File: config.mk
export PLATFORM = sky130hd
export DESIGN_NAME = mmgps_ctrl
export DESIGN_NICKNAME = d
export VERILOG_FILES = /design/src/rtl/core/mmgps_pkg.sv /design/src/rtl/core/mmgps_ctrl.sv
export SDC_FILE = /design/constraint.sdc
export NUM_CORES = 1
export LEC_CHECK = 0
export CORE_AREA = 5 5 42 44
export CTS_CLUSTER_DIAMETER = 50
export DETAILED_ROUTE_END_ITERATION = 16
export DIE_AREA = 0 0 47 49
export DONT_BUFFER_PORTS = 1
export GPL_TIMING_DRIVEN = 1
export PLACE_DENSITY = 0.45
export SETUP_SLACK_MARGIN = 0.5
export SLEW_MARGIN = 5
export SYNTH_ARGS = -nofsm -noshare
export SYNTH_HDL_FRONTEND = slang
export SYNTH_SLANG_ARGS = --single-unit
File: constraint.sdc
create_clock -name clk_i -period 4.1 [get_ports clk_i]
set_clock_uncertainty 0.1 [all_clocks]
set_input_delay 0.41 -clock clk_i [delete_from_list [all_inputs] [get_ports clk_i]]
set_output_delay 0.41 -clock clk_i [all_outputs]
set_load 0.02 [all_outputs]
File: src/rtl/core/mmgps_pkg.sv
// ----------------------------------------------------------------------------
// mmgps_pkg
// Shared constants, state encoding and controller/datapath interface types
// for the max-min gap placement search.
// ----------------------------------------------------------------------------
`default_nettype none

package mmgps_pkg;

  localparam int MAX_POINTS = 1024;
  localparam int ADDR_W     = $clog2(MAX_POINTS);
  localparam int CNT_W      = ADDR_W + 1;
  localparam int POS_W      = 30;
  localparam int COW_W      = 11;
  localparam int BOUND_W    = 32;
  localparam int GAP_LIMIT  = 1000000000;
  localparam int COW_RESET  = 2;

  typedef enum logic [3:0] {
    ST_IDLE,
    ST_INS_RD,
    ST_INS_CMP,
    ST_FIN,
    ST_SRCH_CHK,
    ST_P_START,
    ST_P_FIRST,
    ST_P_RUN,
    ST_P_END,
    ST_OUT
  } state_e;

  typedef struct packed {
    logic accept;      // latch the incoming transaction
    logic ins_start;   // k <= point total
    logic ins_rd;      // read entry k-1
    logic ins_shift;   // move read entry up to k, step k down
    logic ins_place;   // write new position at k, count it
    logic search_init; // reset bounds
    logic mid_load;    // compute next probe gap
    logic pass_start;  // read entry 0, k <= 1
    logic pass_first;  // take entry 0 as first placement
    logic pass_run;    // greedy test on the returned entry
    logic pass_adv;    // read entry k, step k up
    logic pass_end;    // narrow the bounds
    logic set_none;    // result: no solution
    logic set_gap;     // result: gap from the bounds
    logic clear_total; // data set done
  } cmd_t;

  typedef struct packed {
    logic full;
    logic k_zero;
    logic rd_gt_pos;
    logic last;
    logic cow_gt_total;
    logic low_le_high;
    logic more;
  } status_t;

endpackage

`default_nettype wire

File: src/rtl/core/mmgps_ctrl.sv
// ----------------------------------------------------------------------------
// mmgps_ctrl
// Sequencer: insertion on load, then binary search over greedy passes.
// ----------------------------------------------------------------------------
`default_nettype none

module mmgps_ctrl (
  input  wire logic              clk_i,
  input  wire logic              rst_ni,
  input  wire logic              in_valid_i,
  output logic                   in_stall_o,
  output logic                   out_valid_o,
  input  wire logic              out_stall_i,
  input  wire mmgps_pkg::status_t sts_i,
  output mmgps_pkg::cmd_t        cmd_o
);

  mmgps_pkg::state_e state_q, state_d;

  always_ff @(posedge clk_i or negedge rst_ni) begin
    if (!rst_ni) begin
      state_q <= mmgps_pkg::ST_IDLE;
    end else begin
      state_q <= state_d;
    end
  end

  always_comb begin
    state_d     = state_q;
    cmd_o       = '0;
    in_stall_o  = 1'b1;
    out_valid_o = 1'b0;
    case (state_q)
      mmgps_pkg::ST_IDLE: begin
        in_stall_o = 1'b0;
        if (in_valid_i) begin
          cmd_o.accept    = 1'b1;
          cmd_o.ins_start = 1'b1;
          state_d         = mmgps_pkg::ST_INS_RD;
        end
      end
      mmgps_pkg::ST_INS_RD: begin
        // A full store drops the position; last still closes the set.
        if (sts_i.full) begin
          state_d = sts_i.last ? mmgps_pkg::ST_FIN : mmgps_pkg::ST_IDLE;
        end else if (sts_i.k_zero) begin
          cmd_o.ins_place = 1'b1;
          state_d = sts_i.last ? mmgps_pkg::ST_FIN : mmgps_pkg::ST_IDLE;
        end else begin
          cmd_o.ins_rd = 1'b1;
          state_d      = mmgps_pkg::ST_INS_CMP;
        end
      end
      mmgps_pkg::ST_INS_CMP: begin
        if (sts_i.rd_gt_pos) begin
          cmd_o.ins_shift = 1'b1;
          state_d         = mmgps_pkg::ST_INS_RD;
        end else begin
          cmd_o.ins_place = 1'b1;
          state_d = sts_i.last ? mmgps_pkg::ST_FIN : mmgps_pkg::ST_IDLE;
        end
      end
      mmgps_pkg::ST_FIN: begin
        if (sts_i.cow_gt_total) begin
          cmd_o.set_none = 1'b1;
          state_d        = mmgps_pkg::ST_OUT;
        end else begin
          cmd_o.search_init = 1'b1;
          state_d           = mmgps_pkg::ST_SRCH_CHK;
        end
      end
      mmgps_pkg::ST_SRCH_CHK: begin
        if (sts_i.low_le_high) begin
          cmd_o.mid_load = 1'b1;
          state_d        = mmgps_pkg::ST_P_START;
        end else begin
          cmd_o.set_gap = 1'b1;
          state_d       = mmgps_pkg::ST_OUT;
        end
      end
      mmgps_pkg::ST_P_START: begin
        cmd_o.pass_start = 1'b1;
        state_d          = mmgps_pkg::ST_P_FIRST;
      end
      mmgps_pkg::ST_P_FIRST: begin
        cmd_o.pass_first = 1'b1;
        if (sts_i.more) begin
          cmd_o.pass_adv = 1'b1;
          state_d        = mmgps_pkg::ST_P_RUN;
        end else begin
          state_d = mmgps_pkg::ST_P_END;
        end
      end
      mmgps_pkg::ST_P_RUN: begin
        cmd_o.pass_run = 1'b1;
        if (sts_i.more) begin
          cmd_o.pass_adv = 1'b1;
        end else begin
          state_d = mmgps_pkg::ST_P_END;
        end
      end
      mmgps_pkg::ST_P_END: begin
        cmd_o.pass_end = 1'b1;
        state_d        = mmgps_pkg::ST_SRCH_CHK;
      end
      mmgps_pkg::ST_OUT: begin
        out_valid_o = 1'b1;
        if (!out_stall_i) begin
          cmd_o.clear_total = 1'b1;
          state_d           = mmgps_pkg::ST_IDLE;
        end
      end
      default: state_d = mmgps_pkg::ST_IDLE;
    endcase
  end

endmodule

`default_nettype wire

==> results of run 1 <==
cells in the final DEF, fill, tap and decap left out:
cell type      instances
o22ai_1                1
nand2_1                5
inv_1                  3
nor4_1                 4
o21ai_0                3
a21boi_0               1
nand2b_1               6
and3_1                 2
a32oi_1                1
clkbuf_4               3
nor3_1                 2
a221oi_1               1
nor3_2                 1
nor4b_1                1
nor2_1                11
inv_2                  1
o41ai_1                1
o22a_1                 1
nor3b_1                1
dfrtp_1                4
o31ai_1                1
o21ai_1                2
o32a_1                 1
and4_1                 1
nand3_1                1
dlygate4sd3_1          1
a311oi_1               2
a21oi_1                2
metal layers:
metal	wire (µm)	global-route usage (%)	vias to the layer above
met1	583	16.4	239
met3	107	4.43	4
li1	-	-	237
met2	593	16.5	20
met5	0	0	-
met4	38	8.76	0
worst max-delay path, stage by stage (launching register included):
cell	delay [ns]
dfrtp_1	0.53
nand2b_1	0.29
nor4b_1	0.84
power groups by stage:
stage / registers, mW / logic (mW) / clock network [mW]
after floorplan: 0.0691 / 0.262 / 0
after global routing: 0.130 / 0.238 / 0.0592
after CTS: 0.121 / 0.216 / 0.0563
after global placement: 0.122 / 0.215 / 0
after detailed placement: 0.121 / 0.214 / 0
final: 0.121 / 0.212 / 0.0535
per-stage QoR:
step	instance area [µm²]	instances
after floorplan	472	67
after global placement	439	76
after detailed placement	439	76
after CTS	472	80
after global routing	472	80
final	472	80
cells by family after synthesis:
logic type             Yosys count
DFF                              4
AOI/OAI and AO/OA               17
and+or+nand+nor                 35
buffers and inverters           11
path summary, 6_finish.rpt:
kind	startpoint	end	cells after the start
max	state_q[0]$_DFFE_PN0P_	cmd_o[11]	2
max reg2reg	state_q[0]$_DFFE_PN0P_	state_q[3]$_DFFE_PN0P_	4
min reg2reg	state_q[3]$_DFFE_PN0P_	state_q[1]$_DFFE_PN0P_	1
min in group asynchronous	rst_ni	state_q[1]$_DFFE_PN0P_	1
min	out_stall_i	state_q[3]$_DFFE_PN0P_	2
max in group asynchronous	rst_ni	state_q[2]$_DFFE_PN0P_	1
layout make-up:
| type | instances | area (µm²) |
|---|---|---|
| Timing Repair Buffer | 1 | 10.0 |
| Inverter | 4 | 15.0 |
| Sequential cell | 4 | 100 |
| Clock buffer | 3 | 22.5 |
| Multi-Input combinational cell | 52 | 304 |
| Fill cell | 174 | 930 |
| Tap cell | 16 | 20.0 |
==> impl_metrics.env, run 1 <==
export IMPL_status="completed"
export IMPL_dieArea_mm2=0.00230
export IMPL_async_flop_share_pct=100
export IMPL_internal_power_mw=0.161
export IMPL_post_cts_buffers=0
export IMPL_slew_violations=0
export IMPL_synth_ff_type="dfrtp_1"
export IMPL_nNetsFinal=77
export IMPL_cp_start_kind="register"
export IMPL_finalWorstSetupSlack_ns=1.67
export IMPL_post_cts_resized=0
export IMPL_powerDensity_mw_per_mm2=819
export IMPL_ys_seq_area_share_pct=21.2
export IMPL_synth_area_leaders="dfrtp_1 21%, nor2_1 8.8%, nand2b_1 8.0%, nor4_1 5.3%, buf_6 4.8%"
export IMPL_vias_per_cell=6.25
export IMPL_globalplace_congestion=0.753
export IMPL_synth_top_area_cell="dfrtp_1"
export IMPL_yosysMostFrequentCell="nor2_1"
export IMPL_area_growth_pct=0
export IMPL_synth_top_family_by_area="simple AND/OR/NAND/NOR gates"
export IMPL_drt_total_wl_um=1320
export IMPL_synth_distinct_cells=29
export IMPL_rows=14
export IMPL_antenna_found_initial=0
export IMPL_grt_pass1_vias=434
export IMPL_grt_pass1_wl_um=2080
export IMPL_finalSetupTns_ns=0
export IMPL_worst_setup_path_type="register to primary output"
export IMPL_die_y_um=49
export IMPL_groute_usage_overall_pct=12.6
export IMPL_fin_total_pwr_mw=0.387
export IMPL_min_period_ns=2.43
export IMPL_fin_util_pct=33.7
export IMPL_antenna_left=0
export IMPL_synth_compound_area_share_pct=25.2
export IMPL_hold_violations=0
export IMPL_synth_edff_count=0
export IMPL_drt_drc_violations_left=0
export IMPL_diodes=0
export IMPL_worst_setup_path_end_kind="primary output"
export IMPL_synthAdderAreaFrac_pct=0
export IMPL_coreArea_mm2=0.00140
export IMPL_switching_share_pct=58.2
export IMPL_clockBufferDepth=2
export IMPL_dp_hpwl_um=990
export IMPL_fmax_mhz=411
export IMPL_worstPathMaxFanout=17
export IMPL_syn_area_um2=472
export IMPL_synth_simple_area_share_pct=39.3
export IMPL_avgSynthCellArea_um2=7.04
export IMPL_largest_reg_flops=4
export IMPL_relSlewSlack_pct=35.9
export IMPL_cts_tree="yes"
export IMPL_tightest_slew_ns=0.949
export IMPL_period_share_pct=59.3
export IMPL_grt_ovfl_total=0
export IMPL_synth_cells=67
export IMPL_yosysWarnings=0
export IMPL_clkTransAtPathRegs_ns=0.05
export IMPL_insertion_delay_ns=0.25
export IMPL_setup_viol=0
export IMPL_htree_num_levels=1
export IMPL_synthMuxAreaShare_pct=0
export IMPL_required_ns=3.59
export IMPL_die_x_um=47
export IMPL_crit_arrival_ns=1.92
export IMPL_p_switching_mw=0.225
export IMPL_top_regs="state_q: 4 flops"
export IMPL_power_share_combinational_pct=54.8
export IMPL_first_iter_violations=10
export IMPL_ir_drop_uv=295
export IMPL_cts_made_buffers=3
export IMPL_rsz0062_at_grt="false"
export IMPL_power_clock_fraction_pct=13.8
export IMPL_drv_cap=0
export IMPL_grt_max_degree=18
export IMPL_io_pins=28
export IMPL_wire_per_inst_um=16.5
export IMPL_synth_top_area_share_pct=21.2
export IMPL_dr_total_vias=500
export IMPL_holdCritPathClass="input pin to register"
export IMPL_clock_sinks=4
export IMPL_synth_fp_nets=78
export IMPL_rrSetupSlack_ns=2.34
export IMPL_leakage_nw=0.175
export IMPL_dp_slack_ns=1.91
export IMPL_yosys_top_cells_count="11 x nor2_1, 6 x nand2b_1, 5 x nand2_1"
export IMPL_initial_utilization_pct=33.7
export IMPL_seq_power_share_pct=31.3
export IMPL_dr_pass1_iters=4
export IMPL_port_buffers=0
export IMPL_hold_worst_slack_ns=0.201
export IMPL_postSynthRegisterBits=4
export IMPL_holdBufCountCts=1
export IMPL_synth_xor_area_share_pct=0
export IMPL_largest_register="state_q"
export IMPL_drive_gt1_share_pct=7.81
export IMPL_cts_root_buf="clkbuf_4"
Power figures use the tool's default switching activity.
==> inputs of run 2 (changes only) <==
--- a/config.mk
+++ b/config.mk
@@ -11,7 +11,7 @@
 export DIE_AREA = 0 0 47 49
 export DONT_BUFFER_PORTS = 1
 export GPL_TIMING_DRIVEN = 1
-export PLACE_DENSITY = 0.45
+export PLACE_DENSITY = 0.47
 export SETUP_SLACK_MARGIN = 0.5
 export SLEW_MARGIN = 5
 export SYNTH_ARGS = -nofsm -noshare
==> constraint.sdc (replaced) <==
create_clock -name clk_i -period 2.2 [get_ports clk_i]
set_clock_uncertainty 0.1 [all_clocks]
set_input_delay 0.22 -clock clk_i [delete_from_list [all_inputs] [get_ports clk_i]]
set_output_delay 0.22 -clock clk_i [all_outputs]
set_load 0.02 [all_outputs]
==> impl_metrics.env, run 2 (same netlist as run 1, synthesis figures left out) <==
export IMPL_critPathSlowestCell="dfrtp_1"
export IMPL_ir_drop_uv=506
export IMPL_clockBufferDepth=2
export IMPL_worst_setup_path_end_kind="primary output"
export IMPL_grt_max_degree=16
export IMPL_fin_cells=92
export IMPL_finalSetupTns_ns=0
export IMPL_cp_start_kind="register"
export IMPL_antenna_found_initial=0
export IMPL_worstPathMaxFanout=8
export IMPL_nNetsFinal=89
export IMPL_area_growth_pct=31.6
export IMPL_diodes=0
export IMPL_dp_hpwl_um=1080
export IMPL_clkTransAtPathRegs_ns=0.03
export IMPL_dp_slack_ns=0.565
export IMPL_slew_violations=0
export IMPL_groute_usage_overall_pct=14.2
export IMPL_hold_violations=1
export IMPL_drv_cap=0
export IMPL_status="complete, but fails checks"
export IMPL_violations="hold timing"
export IMPL_globalplace_congestion=0.837
export IMPL_antenna_left=0
export IMPL_vias_per_cell=5.78
export IMPL_io_pins=28
export IMPL_holdCritPathClass="input pin to register"
export IMPL_place_inst=83
export IMPL_crit_chain="nand2b_4 > o32a_1 > nor3_4"
export IMPL_setup_viol=0
export IMPL_required_ns=1.88
export IMPL_die_x_um=47
export IMPL_cts_tree="yes"
export IMPL_grt_ovfl_total=0
export IMPL_busiest_layer="met2"
export IMPL_wire_per_inst_um=15.8
export IMPL_grt_pass1_wl_um=2350
export IMPL_drt_total_wl_um=1460
export IMPL_insertion_delay_ns=0.25
export IMPL_worst_setup_path_type="register to primary output"
export IMPL_rsz0062_at_grt="true"
export IMPL_min_period_ns=1.72
export IMPL_dr_total_vias=532
export IMPL_port_buffers=0
export IMPL_top_regs="state_q: 4 flops"
export IMPL_finalWorstSetupSlack_ns=0.479
export IMPL_htree_num_levels=1
export IMPL_globalRouteMet3Util_pct=2.58
export IMPL_final_cell_mix="12 x buf_4, 10 x nor2_1, 5 x nand2_1"
export IMPL_crit_arrival_ns=1.40
export IMPL_clock_sinks=4
export IMPL_drt_drc_violations_left=0
export IMPL_layout_commonest_cell="buf_4"
export IMPL_grtUsageMet1_pct=16.6
export IMPL_powerDensity_mw_per_mm2=1480
export IMPL_largest_register="state_q"
export IMPL_grt_pass1_vias=549
export IMPL_largest_reg_flops=4
export IMPL_leakage_nw=0.247
export IMPL_initial_utilization_pct=33.7
export IMPL_period_share_pct=78.2
export IMPL_die_y_um=49
export IMPL_coreArea_mm2=0.00140
export IMPL_drive_gt1_share_pct=36.8
export IMPL_rows=14
export IMPL_fillers=157
export IMPL_fin_util_pct=44.3
export IMPL_gr_usage_met2_pct=21.3
export IMPL_dr_pass1_iters=4
export IMPL_dieArea_mm2=0.00230
export IMPL_fmax_mhz=581
export IMPL_slowest_delay_ns=0.36
export IMPL_hold_worst_slack_ns=-0.00224
export IMPL_first_iter_violations=12
export IMPL_relSlewSlack_pct=71.1
export IMPL_cts_made_buffers=3
export IMPL_tightest_slew_ns=0.432
export IMPL_cts_root_buf="clkbuf_4"
[run 2: changes by cell type in the layout (fill, tap and decap cells not counted), moves of 2 or more]
cell	change
nand2b_1	-4
nand2b_2	+2
dfrtp_1	-3
nand2b_4	+2
dfrtp_2	+3
buf_4	+12
[run 2: what timing repair did]
item,4_1_cts,5_1_grt
cloned,0,0
hold endpoints to repair,4,0
gates resized for setup,8,7
setup buffers,2,3
setup endpoints to repair,15,11
pin swaps,1,2
hold buffers,1,0
[run 2: path summary, 6_finish.rpt]
check	slack [ns]	startpoint	to	cells past startpoint
max	0.48	state_q[1]$_DFFE_PN0P_	cmd_o[10]	3
min	-0.002	out_stall_i	state_q[3]$_DFFE_PN0P_	2
max reg2reg	0.71	state_q[2]$_DFFE_PN0P_	state_q[3]$_DFFE_PN0P_	5
min reg2reg	0.50	state_q[3]$_DFFE_PN0P_	state_q[1]$_DFFE_PN0P_	1
max in group asynchronous	1.66	rst_ni	state_q[3]$_DFFE_PN0P_	1
min in group asynchronous	0.14	rst_ni	state_q[2]$_DFFE_PN0P_	1
[run 2: metal layers]
metal | up-vias | part of all wire [%]
li1 | 264 | -
met3 | 5 | 8.2
met1 | 241 | 41
met4 | 0 | 3.6
met2 | 22 | 47
met5 | - | 0
[run 2: stage by stage]
step / power (mW) / instance area, µm²
after global routing: 0.990 / 621
final: 0.916 / 621
after global placement: 0.685 / 498
after floorplan: 0.623 / 478
after detailed placement: 0.682 / 498
after CTS: 0.843 / 572
[run 2: worst max-delay path: cells and delay by family (launching register included)]
kind | cells | cell delay [ns]
flip-flops | 1 | 0.36
AND/OR/NAND/NOR | 2 | 0.46
AO/OA/AOI/OAI | 1 | 0.34
[run 2: final cells by class]
cell class              instances  area, µm²  area share (%)
multi-input cells              52        359            57.9
clock buffers                   3       22.5            3.63
flip-flops and latches          4        104            16.7
inverters                       4       15.0            2.42
repair buffers                 13        100            16.1
well taps                      16       20.0            3.23
[run 2: power breakdown]
part | internal, mW | switching [mW] | total [mW]
Combinational | 0.258 | 0.385 | 0.643
Sequential | 0.113 | 0.0620 | 0.175
Clock | 0.0614 | 0.0362 | 0.0976
==> inputs of run 3 (changes only) <==
--- a/config.mk
+++ b/config.mk
@@ -11,7 +11,7 @@
 export DIE_AREA = 0 0 47 49
 export DONT_BUFFER_PORTS = 1
 export GPL_TIMING_DRIVEN = 1
-export PLACE_DENSITY = 0.47
+export PLACE_DENSITY = 0.45
 export SETUP_SLACK_MARGIN = 0.5
 export SLEW_MARGIN = 5
 export SYNTH_ARGS = -nofsm -noshare
==> constraint.sdc (replaced) <==
create_clock -name clk_i -period 1.6 [get_ports clk_i]
set_clock_uncertainty 0.1 [all_clocks]
set_input_delay 0.16 -clock clk_i [delete_from_list [all_inputs] [get_ports clk_i]]
set_output_delay 0.16 -clock clk_i [all_outputs]
set_load 0.02 [all_outputs]
==> impl_metrics.env, run 3 (same netlist as run 1, synthesis figures left out) <==
export IMPL_layout_commonest_cell="buf_4"
export IMPL_wire_per_inst_um=17.1
export IMPL_coreArea_mm2=0.00140
export IMPL_globalplace_congestion=0.865
export IMPL_cts_tree="yes"
export IMPL_insertion_delay_ns=0.24
export IMPL_area_growth_pct=127
export IMPL_dr_total_vias=662
export IMPL_worst_setup_path_type="register to primary output"
export IMPL_groute_usage_overall_pct=19.2
export IMPL_fillers=101
export IMPL_antenna_found_initial=0
export IMPL_final_cell_mix="16 x buf_4, 15 x buf_6, 7 x nor2_4"
export IMPL_vias_per_cell=5.76
export IMPL_htree_num_levels=1
export IMPL_holdCritPathClass="input pin to async pin"
export IMPL_crit_arrival_ns=1.34
export IMPL_fin_cells=115
export IMPL_grt_pass1_vias=709
export IMPL_required_ns=1.34
export IMPL_place_inst=87
export IMPL_cts_made_buffers=3
export IMPL_cts_root_buf="clkbuf_4"
export IMPL_drt_total_wl_um=1960
export IMPL_grt_pass1_wl_um=3250
export IMPL_diodes=0
export IMPL_hold_worst_slack_ns=0.0982
export IMPL_top_regs="state_q: 4 flops"
export IMPL_io_pins=28
export IMPL_finalSetupTns_ns=0
export IMPL_largest_reg_flops=4
export IMPL_die_x_um=47
export IMPL_slowest_delay_ns=0.40
export IMPL_wl_met2_um=1020
export IMPL_relSlewSlack_pct=72.8
export IMPL_crit_chain="nand2b_4 > o32a_1 > nor3_4"
export IMPL_setup_viol=0
export IMPL_min_period_ns=1.60
export IMPL_period_share_pct=99.9
export IMPL_dp_hpwl_um=1200
export IMPL_grt_max_degree=11
export IMPL_slew_violations=0
export IMPL_worst_path_buf_inv=0
export IMPL_ir_drop_uv=1290
export IMPL_cp_top_family="flip-flops"
export IMPL_nNetsFinal=112
export IMPL_rows=14
export IMPL_hold_violations=0
export IMPL_dr_pass1_iters=4
export IMPL_die_y_um=49
export IMPL_met1_length_um=775
export IMPL_cp_start_kind="register"
export IMPL_grt_ovfl_total=0
export IMPL_leakage_nw=0.432
export IMPL_clockBufferDepth=2
export IMPL_clkTransAtPathRegs_ns=0.04
export IMPL_rsz0062_at_grt="true"
export IMPL_drive_gt1_share_pct=73.7
export IMPL_powerDensity_mw_per_mm2=1970
export IMPL_drv_cap=0
export IMPL_fin_total_pwr_mw=2.11
export IMPL_top_layer="met4"
export IMPL_dieArea_mm2=0.00230
export IMPL_first_iter_violations=16
export IMPL_clock_sinks=4
export IMPL_tightest_slew_ns=0.405
export IMPL_port_buffers=0
export IMPL_worstPathMaxFanout=3
export IMPL_critPathSlowestCell="dfrtp_2"
export IMPL_status="completed"
export IMPL_fmax_mhz=625
export IMPL_wl_met3_um=155
export IMPL_largest_register="state_q"
export IMPL_fin_util_pct=76.4
export IMPL_initial_utilization_pct=33.7
export IMPL_worst_setup_path_end_kind="primary output"
export IMPL_antenna_left=0
export IMPL_drt_drc_violations_left=0
==> run 3: cell types whose count changed in the layout (fill, tap and decap cells not counted), moves of 3 or more <==
| cell | previous run | this run |
|---|---|---|
| nor4_1 | 3 | 0 |
| nand2_1 | 5 | 2 |
| nand2b_4 | 2 | 5 |
| nor2_4 | 0 | 7 |
| nor2_1 | 10 | 4 |
| nand2_4 | 0 | 3 |
| buf_6 | 0 | 15 |
| buf_4 | 12 | 16 |
| nor4_4 | 0 | 3 |
==> run 3: per-layer routing <==
metal | track usage [%] | vias to the layer above
met1 | 25.9 | 316
met2 | 29.0 | 30
li1 | - | 314
met5 | 0 | -
met3 | 6.27 | 2
met4 | 4.61 | 0
==> run 3: area by class of cell <==
cell class | instances | area (µm²) | area share [%]
multi-input cells | 52 | 549 | 51.3
repair buffers | 36 | 359 | 33.5
clock buffers | 3 | 22.5 | 2.10
inverters | 4 | 15.0 | 1.40
well taps | 16 | 20.0 | 1.87
flip-flops and latches | 4 | 105 | 9.81
==> run 3: through the flow <==
step	cell area, µm²	worst slack (ns)
final	1070	0.000803
after global routing	1070	-0.0503
after CTS	1020	-0.0667
after detailed placement	642	0.0899
after global placement	642	0.103
after floorplan	616	0.137
==> run 3: what timing repair did <==
| action | CTS | global route |
|---|---|---|
| hold endpoints to repair | 6 | 0 |
| setup endpoints to repair | 21 | 21 |
| hold buffers | 3 | 0 |
| resized for setup | 43 | 10 |
| pin swaps | 18 | 11 |
| buffers inserted | 20 | 2 |
==> run 3: worst register-to-register path: stages, from the launching register on <==
cell	delay (ns)
dfrtp_2	0.40
buf_4	0.17
nand2b_4	0.10
buf_6	0.10
o21ai_1	0.05
a311oi_1	0.28
o31ai_1	0.10
==> run 3: path summary, 6_finish.rpt <==
kind,startpoint,end,slack [ns],cells past startpoint
worst max-delay path,state_q[1]$_DFFE_PN0P_,cmd_o[10],0.0008,3
worst min-delay path,rst_ni,state_q[0]$_DFFE_PN0P_,0.1,1
worst max register to register,state_q[1]$_DFFE_PN0P_,state_q[0]$_DFFE_PN0P_,0.16,6
worst min register to register,state_q[3]$_DFFE_PN0P_,state_q[1]$_DFFE_PN0P_,0.45,1
max in group asynchronous,rst_ni,state_q[3]$_DFFE_PN0P_,1.11,1
min in group clk_i,in_valid_i,state_q[0]$_DFFE_PN0P_,0.10,2
==> run 3: where the power goes <==
part	leakage [nW]	internal, mW	switching [mW]
sequential	0.0459	0.157	0.0859
clock	0.0138	0.0841	0.0443
combinational	0.373	0.852	0.883
total	0.432	1.09	1.01
